<file path="src/rtl/core/ptpd_pkg.sv">
package ptpd_pkg;

  localparam int CoordW  = 32;
  localparam int EntW    = 16;
  localparam int ProdW   = CoordW + EntW;
  localparam int SumW    = ProdW + 2;
  localparam int MagW    = 48;
  localparam int QuoW    = 32;
  localparam int CfgW    = 64;
  localparam int CfgIdxW = 2;
  localparam int NumRows = 4;
  localparam int NumCols = 4;
  localparam int QDepth  = 4;
  localparam int QPtrW   = $clog2(QDepth);

  typedef logic [CfgW-1:0] row_t;
  typedef logic signed [SumW-1:0] sum_t;

  typedef enum logic [CfgIdxW-1:0] {
    REG_ROW0 = 2'd0,
    REG_ROW1 = 2'd1,
    REG_ROW2 = 2'd2,
    REG_ROW3 = 2'd3
  } cfg_reg_t;

  localparam row_t ROW0_RST = 64'h0000_0000_0000_0100;
  localparam row_t ROW1_RST = 64'h0000_0000_0100_0000;
  localparam row_t ROW2_RST = 64'h0000_0100_0000_0000;
  localparam row_t ROW3_RST = 64'h0100_0000_0000_0000;

  typedef struct packed {
    sum_t [NumCols-1:0] acc;
  } sums_t;

  function automatic logic signed [EntW-1:0] mat_entry(row_t r, int col);
    return r[col*EntW +: EntW];
  endfunction

endpackage

</file>
<file path="src/rtl/core/ptpd_fifo.sv">
module ptpd_fifo import ptpd_pkg::*; (
  input  logic  clk,
  input  logic  rst_n,
  input  logic  wr_valid,
  output logic  wr_ready,
  input  sums_t wr_data,
  output logic  rd_valid,
  input  logic  rd_ready,
  output sums_t rd_data
);

  sums_t mem [QDepth];
  logic [QPtrW-1:0] wr_ptr_r;
  logic [QPtrW-1:0] rd_ptr_r;
  logic [QPtrW:0]   count_r;
  logic push;
  logic pop;

  assign wr_ready = count_r != (QPtrW+1)'(QDepth);
  assign rd_valid = count_r != '0;
  assign push = wr_valid && wr_ready;
  assign pop  = rd_valid && rd_ready;
  assign rd_data = mem[rd_ptr_r];

  always_ff @(posedge clk) begin
    if (!rst_n) begin
      wr_ptr_r <= '0;
      rd_ptr_r <= '0;
      count_r  <= '0;
    end else begin
      if (push) wr_ptr_r <= wr_ptr_r + 1'b1;
      if (pop)  rd_ptr_r <= rd_ptr_r + 1'b1;
      if (push && !pop)      count_r <= count_r + 1'b1;
      else if (pop && !push) count_r <= count_r - 1'b1;
    end
  end

  always_ff @(posedge clk) begin
    if (push) mem[wr_ptr_r] <= wr_data;
  end

endmodule

</file>
<file path="config.mk">
export PLATFORM = sky130hd
export DESIGN_NAME = ptpd_fifo
export DESIGN_NICKNAME = d
export VERILOG_FILES = /design/src/rtl/core/ptpd_pkg.sv /design/src/rtl/core/ptpd_fifo.sv
export SDC_FILE = /design/constraint.sdc
export NUM_CORES = 1
export LEC_CHECK = 0
export ABC_AREA = 1
export BUFFER_PORTS_ARGS = -buffer_cell sky130_fd_sc_hd__buf_2
export CORE_AREA = 3 3 352 354
export DETAILED_ROUTE_END_ITERATION = 12
export DIE_AREA = 0 0 355 357
export SYNTH_ARGS = -nofsm -noshare
export SYNTH_HDL_FRONTEND = slang
export SYNTH_SLANG_ARGS = --single-unit
</file>
<file path="constraint.sdc">
create_clock -name clk -period 13.1 [get_ports clk]
set_clock_uncertainty 0.15 [all_clocks]
set_input_delay 1.965 -clock clk [delete_from_list [all_inputs] [get_ports clk]]
set_output_delay 1.965 -clock clk [all_outputs]
set_load 0.05 [all_outputs]
</file>
* Word-level counts from Yosys, hierarchy flattened
Memory sizes are Yosys's and may differ from the RTL's. A register that Yosys moved wholly into a read port is not among the register bits. Cells that the tools add are included.
Operators by class: equality and inequality tests 1, reduce and logical (&&, ||, !) cells 8, muxes and demuxes 6, add/sub/neg operators 4
Operators with widths (number):
- two-way mux 3 bit | 2
- adder 2 x 1 -> 2 bit, second input constant | 2
- logical AND 1 bit | 4
- two-way mux 2 bit | 2
- adder 3 x 1 -> 3 bit, second input constant | 1
- != test 3 bit, second input constant | 1
- nonzero test 3 bit | 1
- subtractor 3 x 1 -> 3 bit, second input constant | 1
- logical NOT 1 bit | 2
- two-way mux 1 bit | 2
- nonzero test 2 bit | 1
Word-level totals: memory bits (writable) 800, word-level logic and storage cells 23, register bits 7, output and inout bits 202, memories kept 1, input bits 204
Memory list:
- mem | words 4, bits a word 200, rd ports 1, clocked after memory_dff 1, wr ports 1, RTL line ptpd_fifo.sv:12 | sums_t mem [QDepth];

* Longest topological paths before layout
Gate-level depths: netlist (run 1).
depth after elaboration 6, mapped depth 13, depth with buffers taken out 13

* Least setup slack after synthesis (run 1)
OpenSTA, ideal clock, no wires.
path kind input port to flip-flop, start in wr_valid, end mem mem[0][0] in the netlist's numbering (enable), arrival 10.405 ns, path buffers 0, setup slack 1.780 ns, stages 2, data required time 12.186 ns, setup time 0.764 ns, cells stage by stage nand2_1 nor2_1
On the way: cells in the longest elaborated chain, start to end 3
Ends and longest elaborated chain:
- from (decl) | RTL line ptpd_fifo.sv:4 | input logic wr_valid,
- logical AND 1 bit | RTL line ptpd_fifo.sv:21 | assign push = wr_valid && wr_ready;
- two-way mux 1 bit | RTL line ptpd_fifo.sv:39 | if (push) mem[wr_ptr_r] <= wr_data;
- two-way mux 1 bit (not written as such) | RTL line ptpd_fifo.sv:39
- to (decl) | RTL line ptpd_fifo.sv:12
Every way passes these cells.

==> run metrics, run 1 <==
Worst Hold Depth 2; Die X 355 um; VDD IR max 0.180 mV; ys flop type edfxtp_1; Final Instance Count excl. Fillers 4098; Post-CTS Resized 0; die footprint 0.127 mm2; CP Data Required Time 10980 ps; synth top area cells edfxtp_1, nor2_1, o22ai_1, o21ai_0, o21ai_1; Clk Latency, worst-skew pair 650 ps; Final Cycle Share 47.1%; Die H 357 um; Final Max Slew Viols 0; Max Buffers Root-to-Sink 3; CTS H-tree lvls 3; placed cell count 3927; CTS sink count 809; vias in the first global route 17.1k; Synth Cell Area 0.0302 mm2; total track usage 11.0%; drt wl/cell 17.9 um; final hold viol count 0; Clock transition at path regs 60 ps; Power Total 8.14 mW; first-pass GRT wire length 108000 um; setup TNS 0 ps; P&R area growth vs syn 20.5%; Pre-Repair DR Iteration Count 5; leakage 12.3 nW; Syn Inst Count 2002; pwr dens 224 mW/mm2; number of register bits inferred by synthesis 809; final wirelength 73400 um; largest net degree at the start of global routing 160; Synth Area in Compound Gates 10.9%; number of synthesized flops with an enable pin 800; initial DRC count 1384; total CTS buffers 86; yosys warns 0; placed inst area 0.0336 mm2; reg2reg start count_r[0]; multiplexer area fraction after synthesis 0%; # nets final 2600; ANT nets after route 0; HP Class flop to flop; crit end category output pin; Synth area leader edfxtp_1; Critical Path Fanout Max 94; GP Congestion 0.729; hpwl dp 42200 um; minimum clock period after layout 6170 ps; Max Clk Rate 0.162 GHz; Via density 4.38; cell depth of the worst flop-to-flop path 7; hold buffer count at CTS 0; r2r setup slk 9320 ps; Rows 128; Hold Startpoint rd_ptr_r[0]; Final Cell Area 0.0364 mm2; Initial Util 24.8%; grt total ovfl 0; RSZ-0062 raised after global routing no; Simple-Gate Fraction of Synth Area 5.43%; sequential fraction of the synthesis area 80.2%; fraction of layout cells with a size suffix above 1 22.7%; Vias 17.9k; CTS tree done; DRC viols 0; Slew @ Worst Pin 1390 ps; Mapped Avg Cell Area 15.1 um2; Post-Synth XOR/XNOR Area 0.0290%; critical path arrival 4060 ps; largest family of logic cells by synthesized area compound AO/OA/AOI/OAI gates; PortBufs 405; Util after Layout 29.9%; final setup vio count 0; Hold Path End rd_ptr_r[0]; CTS Root Cell clkbuf_16; core area 0.121 mm2; Slew HR 7.30%; initial antenna violation count 19; unique cell type count in the Yosys netlist 20; Post-synth ARST share 0%; dpl ws 7560 ps; Min Hold Slack 363 ps; Post-Synth Adder-Cell Area 0.274%; Reg-to-Reg End mem[0][59]; CP Class flop to output pin; Post-CTS Setup Bufs 0; outcome finished clean; Boundary Pins 406; Max-Cap Viols 0; syn_nets 2212; startpoint types flop; Yosys top cell area share 79.6%; Final WS setup 6930 ps
[synth_stat cells (4+ instances only)]
master    count
nand3_1       4
clkbuf_1     44
o21ai_1     200
edfxtp_1    800
dfxtp_1       9
clkbuf_2     16
inv_1        15
o21ai_0     201
ha_1          5
buf_6        46
o22ai_1     200
buf_2        25
nand2_1      15
nor2_1      414
[metal layers]
metal	GRT usage, %	routed length (um)	vias to the layer above
li1	-	-	8397
met1	13.6	30100	8981
met2	18.4	36300	429
met3	2.88	4530	124
met4	4.46	2390	6
met5	0	30	-
[power by group]
part	total, mW	switching, mW	internal (mW)
Sequential	3.23	0.0868	3.15
Combinational	2.57	2.07	0.500
Clock	2.34	0.978	1.36
Total	8.14	3.13	5.01
[sequential cells by signal, indices dropped and copies added (netlist names), named ones only]
| name | cells |
|---|---|
| wr_ptr_r | 2 |
| mem | 800 |
| count_r | 3 |
| rd_ptr_r | 2 |
[critical path, cell delays in order, from the launching register on]
cell and delay [ps]:
dfxtp_4 840, buf_4 770, buf_4 820, o21ai_0 210, o22ai_1 320, buf_2 330
[layout make-up]
type | count | area (um2)
Fill cell | 12153 | 85000
Sequential cell | 809 | 24200
Multi-Input combinational cell | 1045 | 5030
Antenna cell | 16 | 40.0
Tap cell | 1625 | 2030
Clock buffer | 108 | 2250
Timing Repair Buffer | 432 | 2230
Inverter | 16 | 77.6
Clock inverter | 47 | 479
[worst max path at each step]
| stage | cells past startpoint | startpoint | endpoint |
|---|---|---|---|
| 2_1_floorplan | 2 | wr_valid | mem[0][0] |
| 3_3_place_gp | 5 | flop | rd_data[95] |
| 3_5_place_dp | 5 | flop | rd_data[95] |
| 4_1_cts | 5 | flop | rd_data[100] |
| 5_1_grt | 5 | flop | rd_data[143] |
| 6_report | 5 | flop | rd_data[95] |
[cells by family (layout without fill, tap and decap cells)]
kind of cell,Yosys count,in the layout
fa+ha+maj,6,6
compound gates,604,604
simple gates,434,434
flops,809,809
xor+xnor,1,1
other cells,0,16
buf+inv,148,603
[cell usage in the layout (no fill, tap or decap), types with 7 or more instances in the layout]
cell type and instances:
edfxtp_1 800, nor2_1 410, buf_2 405, o21ai_0 201, o21ai_1 200, o22ai_1 200, clkbuf_16 86, buf_4 27
clkbuf_1 20, clkinv_1 18, diode_2 16, nand2_1 15, inv_1 14, clkinv_2 10, inv_6 7, bufinv_16 7
dfxtp_1 7
Note: power is estimated with default switching activity, not from simulation.
==> run 2, diff against run 1 <==
Settings changed: ABC_AREA 1 to 0, CORE_AREA 3 3 352 354 to 3 3 347 349, DIE_AREA 0 0 355 357 to 0 0 350 352.
Clock period 13.1 ns to 6.3 ns, I/O delays scaled along.
==> run 2 against run 1 <==
  * Die area shrank 2.8%
  * Clock-buffer cell count shrank 9
  * Clock power grew 120%
  * Register-to-register slack lost 5900 ps
  * Largest power group unchanged
  * Sequential share of layout area grew 0.36 points
  * First-iteration DRC count shrank 46%
==> run metrics, run 2 <==
Die X 350 um (-1.4%); unique cell type count in the Yosys netlist 24 (+20%); Clk Latency, worst-skew pair 640 ps (about the same); CTS H-tree lvls 3 (unchanged); Post-CTS Setup Bufs 0 (unchanged); final setup vio count 0 (unchanged); Hold Startpoint wr_data[125]; Switching Fraction 34.6% (-3.8 points); leakage 11.7 nW (-4.4%); CTS Root Cell clkbuf_16; hold buffer count at CTS 0 (unchanged); CTS sink count 809 (unchanged); first-pass GRT wire length 92400 um (-14%); CP Class flop to output pin; final wirelength 62300 um (-15%); Pre-Repair DR Iteration Count 4 (-1); Clock transition at path regs 60 ps (about the same); Yosys top cell area share 81.8% (+2.2 points); P&R area growth vs syn 23.2%; crit end category output pin; number of synthesized flops with an enable pin 800 (unchanged); number of register bits inferred by synthesis 809 (unchanged); Reg area 0.0242 mm2 (unchanged); RSZ-0062 raised after global routing no; HP Class primary input to flop; ys flop type edfxtp_1; core area 0.118 mm2 (-3.0%); outcome finished clean; Die H 352 um (-1.4%); Fillers 11.2k (-7.5%); yosys warns 0 (unchanged); CTS tree done; multi-input logic area 0.00480 mm2 (-4.7%); met3 WL 5630 um (+24%); cell breakdown of the critical path buf_12 > mux4_2 > buf_2; placed cell count 3002 (-24%); grt total ovfl 0 (unchanged); Reg power frac 39.8% (about the same); Psw 5.86 mW (+87%); fraction of layout cells with a size suffix above 1 46.7% (+24 points); max FFs per register 800 (unchanged); Post-synth ARST share 0% (unchanged); r2r setup slk 3380 ps (-5940 ps); Final Max Slew Viols 0 (unchanged); cell depth of the worst flop-to-flop path 4 (-3); critical path arrival 3030 ps (-1030 ps); initial DRC count 746 (-46%); sequential fraction of the synthesis area 82.4% (+2.2 points); Routed met2 length 30800 um (-15%); Synth Cell Area 0.0294 mm2 (-2.7%); pwr dens 468 mW/mm2 (+110%); Biggest register mem; Max Buffers Root-to-Sink 3 (unchanged); syn_nets 1302 (-41%); Pint 11.1 mW (+120%); Max-Cap Viols 0 (unchanged); Vias 13.0k (-27%); Final Cycle Share 65.5%; largest net degree at the start of global routing 87 (-46%); most common cell after layout, fill and taps aside edfxtp_1; top cells by count, synth edfxtp_1, mux4_2, buf_6; Initial Util 24.9% (+0.084 points); Min Hold Slack 351 ps (-12.1 ps); clock share of power 30.0% (+1.2 points); combinational group share of total power 30.2% (-1.3 points); PortBufs 405 (unchanged); final hold viol count 0 (unchanged); most frequent cells in the layout edfxtp_1, buf_2, mux4_2; count leader, synth edfxtp_1; ANT nets after route 0 (unchanged); Highest Signal Layer met5; Slew HR 40.2% (+33 points); drt wl/cell 19.7 um (+9.8%); Post-CTS Resized 0 (unchanged); Rows 126 (-1.6%); CP max stage cell dfxtp_4; startpoint types flop; Max Clk Rate 0.242 GHz; minimum clock period after layout 4130 ps; Top Registers mem x800, count_r x3; DRC viols 0 (unchanged); VDD IR max 0.322 mV (+79%); Boundary Pins 406 (unchanged); Worst path max stage delay 740 ps (-100 ps); Synth area leader edfxtp_1; # nets final 1764 (-32%); Slew @ Worst Pin 896 ps (-494 ps); Hold Path End mem[2][125]; GP Congestion 0.689 (-5.5%); CP Data Required Time 5200 ps (-5780 ps); total track usage 10.0% (-0.99 points); synth top area cells edfxtp_1, mux4_2, buf_6, dfxtp_1, buf_2; Worst Hold Depth 1 (-1); Mapped Avg Cell Area 26.9 um2 (+78%); Syn Inst Count 1092 (-45%); Via density 4.11 (-6.1%); initial antenna violation count 25 (+6); Reg-to-Reg End mem[2][145]; Final Instance Count excl. Fillers 3171 (-23%); hpwl dp 38400 um (-9.1%); Critical Path Fanout Max 81 (-14%); setup TNS 0 ps (unchanged); vias in the first global route 14.2k (-17%); reg2reg start count_r[0]; total CTS buffers 86 (unchanged); die footprint 0.123 mm2 (-2.8%); metal1 wirelength 24300 um (-19%)
[run 2: cell families (layout without fill, tap and decap cells)]
kind of cell	Yosys count	after routing	share of synthesized area, %
flops	809	809	82.4
mux	203	203	15.4
buf+inv	48	580	1.26
simple gates	17	17	0.324
fa+ha+maj	6	6	0.281
compound gates	5	5	0.136
xor+xnor	4	4	0.119
other cells	0	11	0
[run 2: final cells by class]
| class | instances | area share (%) |
|---|---|---|
| diodes | 11 | 0.0761 |
| well taps | 1536 | 5.31 |
| clock buffers | 99 | 6.14 |
| inverters | 3 | 0.0311 |
| clock inverters | 59 | 1.91 |
| flip-flops and latches | 809 | 67.0 |
| repair buffers | 419 | 6.31 |
| multi-input cells | 235 | 13.3 |
[run 2: critical path: cells and delay by family (launching register included)]
kind,cells,cell delay [ps]
buf+inv,2,730
flops,1,740
mux,1,640
[run 2: how the worst max path moves through the flow]
stage	from	end	slack, ps	cells past startpoint
4_1_cts	flop	rd_data[158]	2020	3
3_3_place_gp	flop	rd_data[158]	2760	3
6_report	flop	rd_data[150]	2170	3
2_1_floorplan	wr_valid	mem[0][0]	1980	2
3_5_place_dp	flop	rd_data[158]	2750	3
5_1_grt	flop	rd_data[150]	1900	3
[run 2: power groups by stage]
stage	clock, mW	combinational [mW]	sequential [mW]
floorplan	0	4.11	6.77
global placement	0	5.19	6.81
detailed placement	0	5.22	6.86
CTS	5.27	5.24	6.74
global route	5.50	5.38	6.78
finish	5.08	5.11	6.73
[run 2: metal layers]
layer  vias to the layer above  global-route usage [%]
li1                       5695                       -
met1                      6814                    12.0
met2                       371                    16.4
met3                       125                    4.28
met4                        24                    2.97
met5                         -                       0
[run 2: stage by stage]
stage                     instance area [um2]  total power [mW]  setup WS (ps)  utilization [%]
final                                   36200              16.9           2170             30.7
after global routing                    36100              17.7           1900             30.7
after CTS                               36100              17.2           2020             30.7
after detailed placement                33200              12.1           2750             28.2
after global placement                  33200              12.0           2760             28.2
after floorplan                         29400              10.9           1980                -
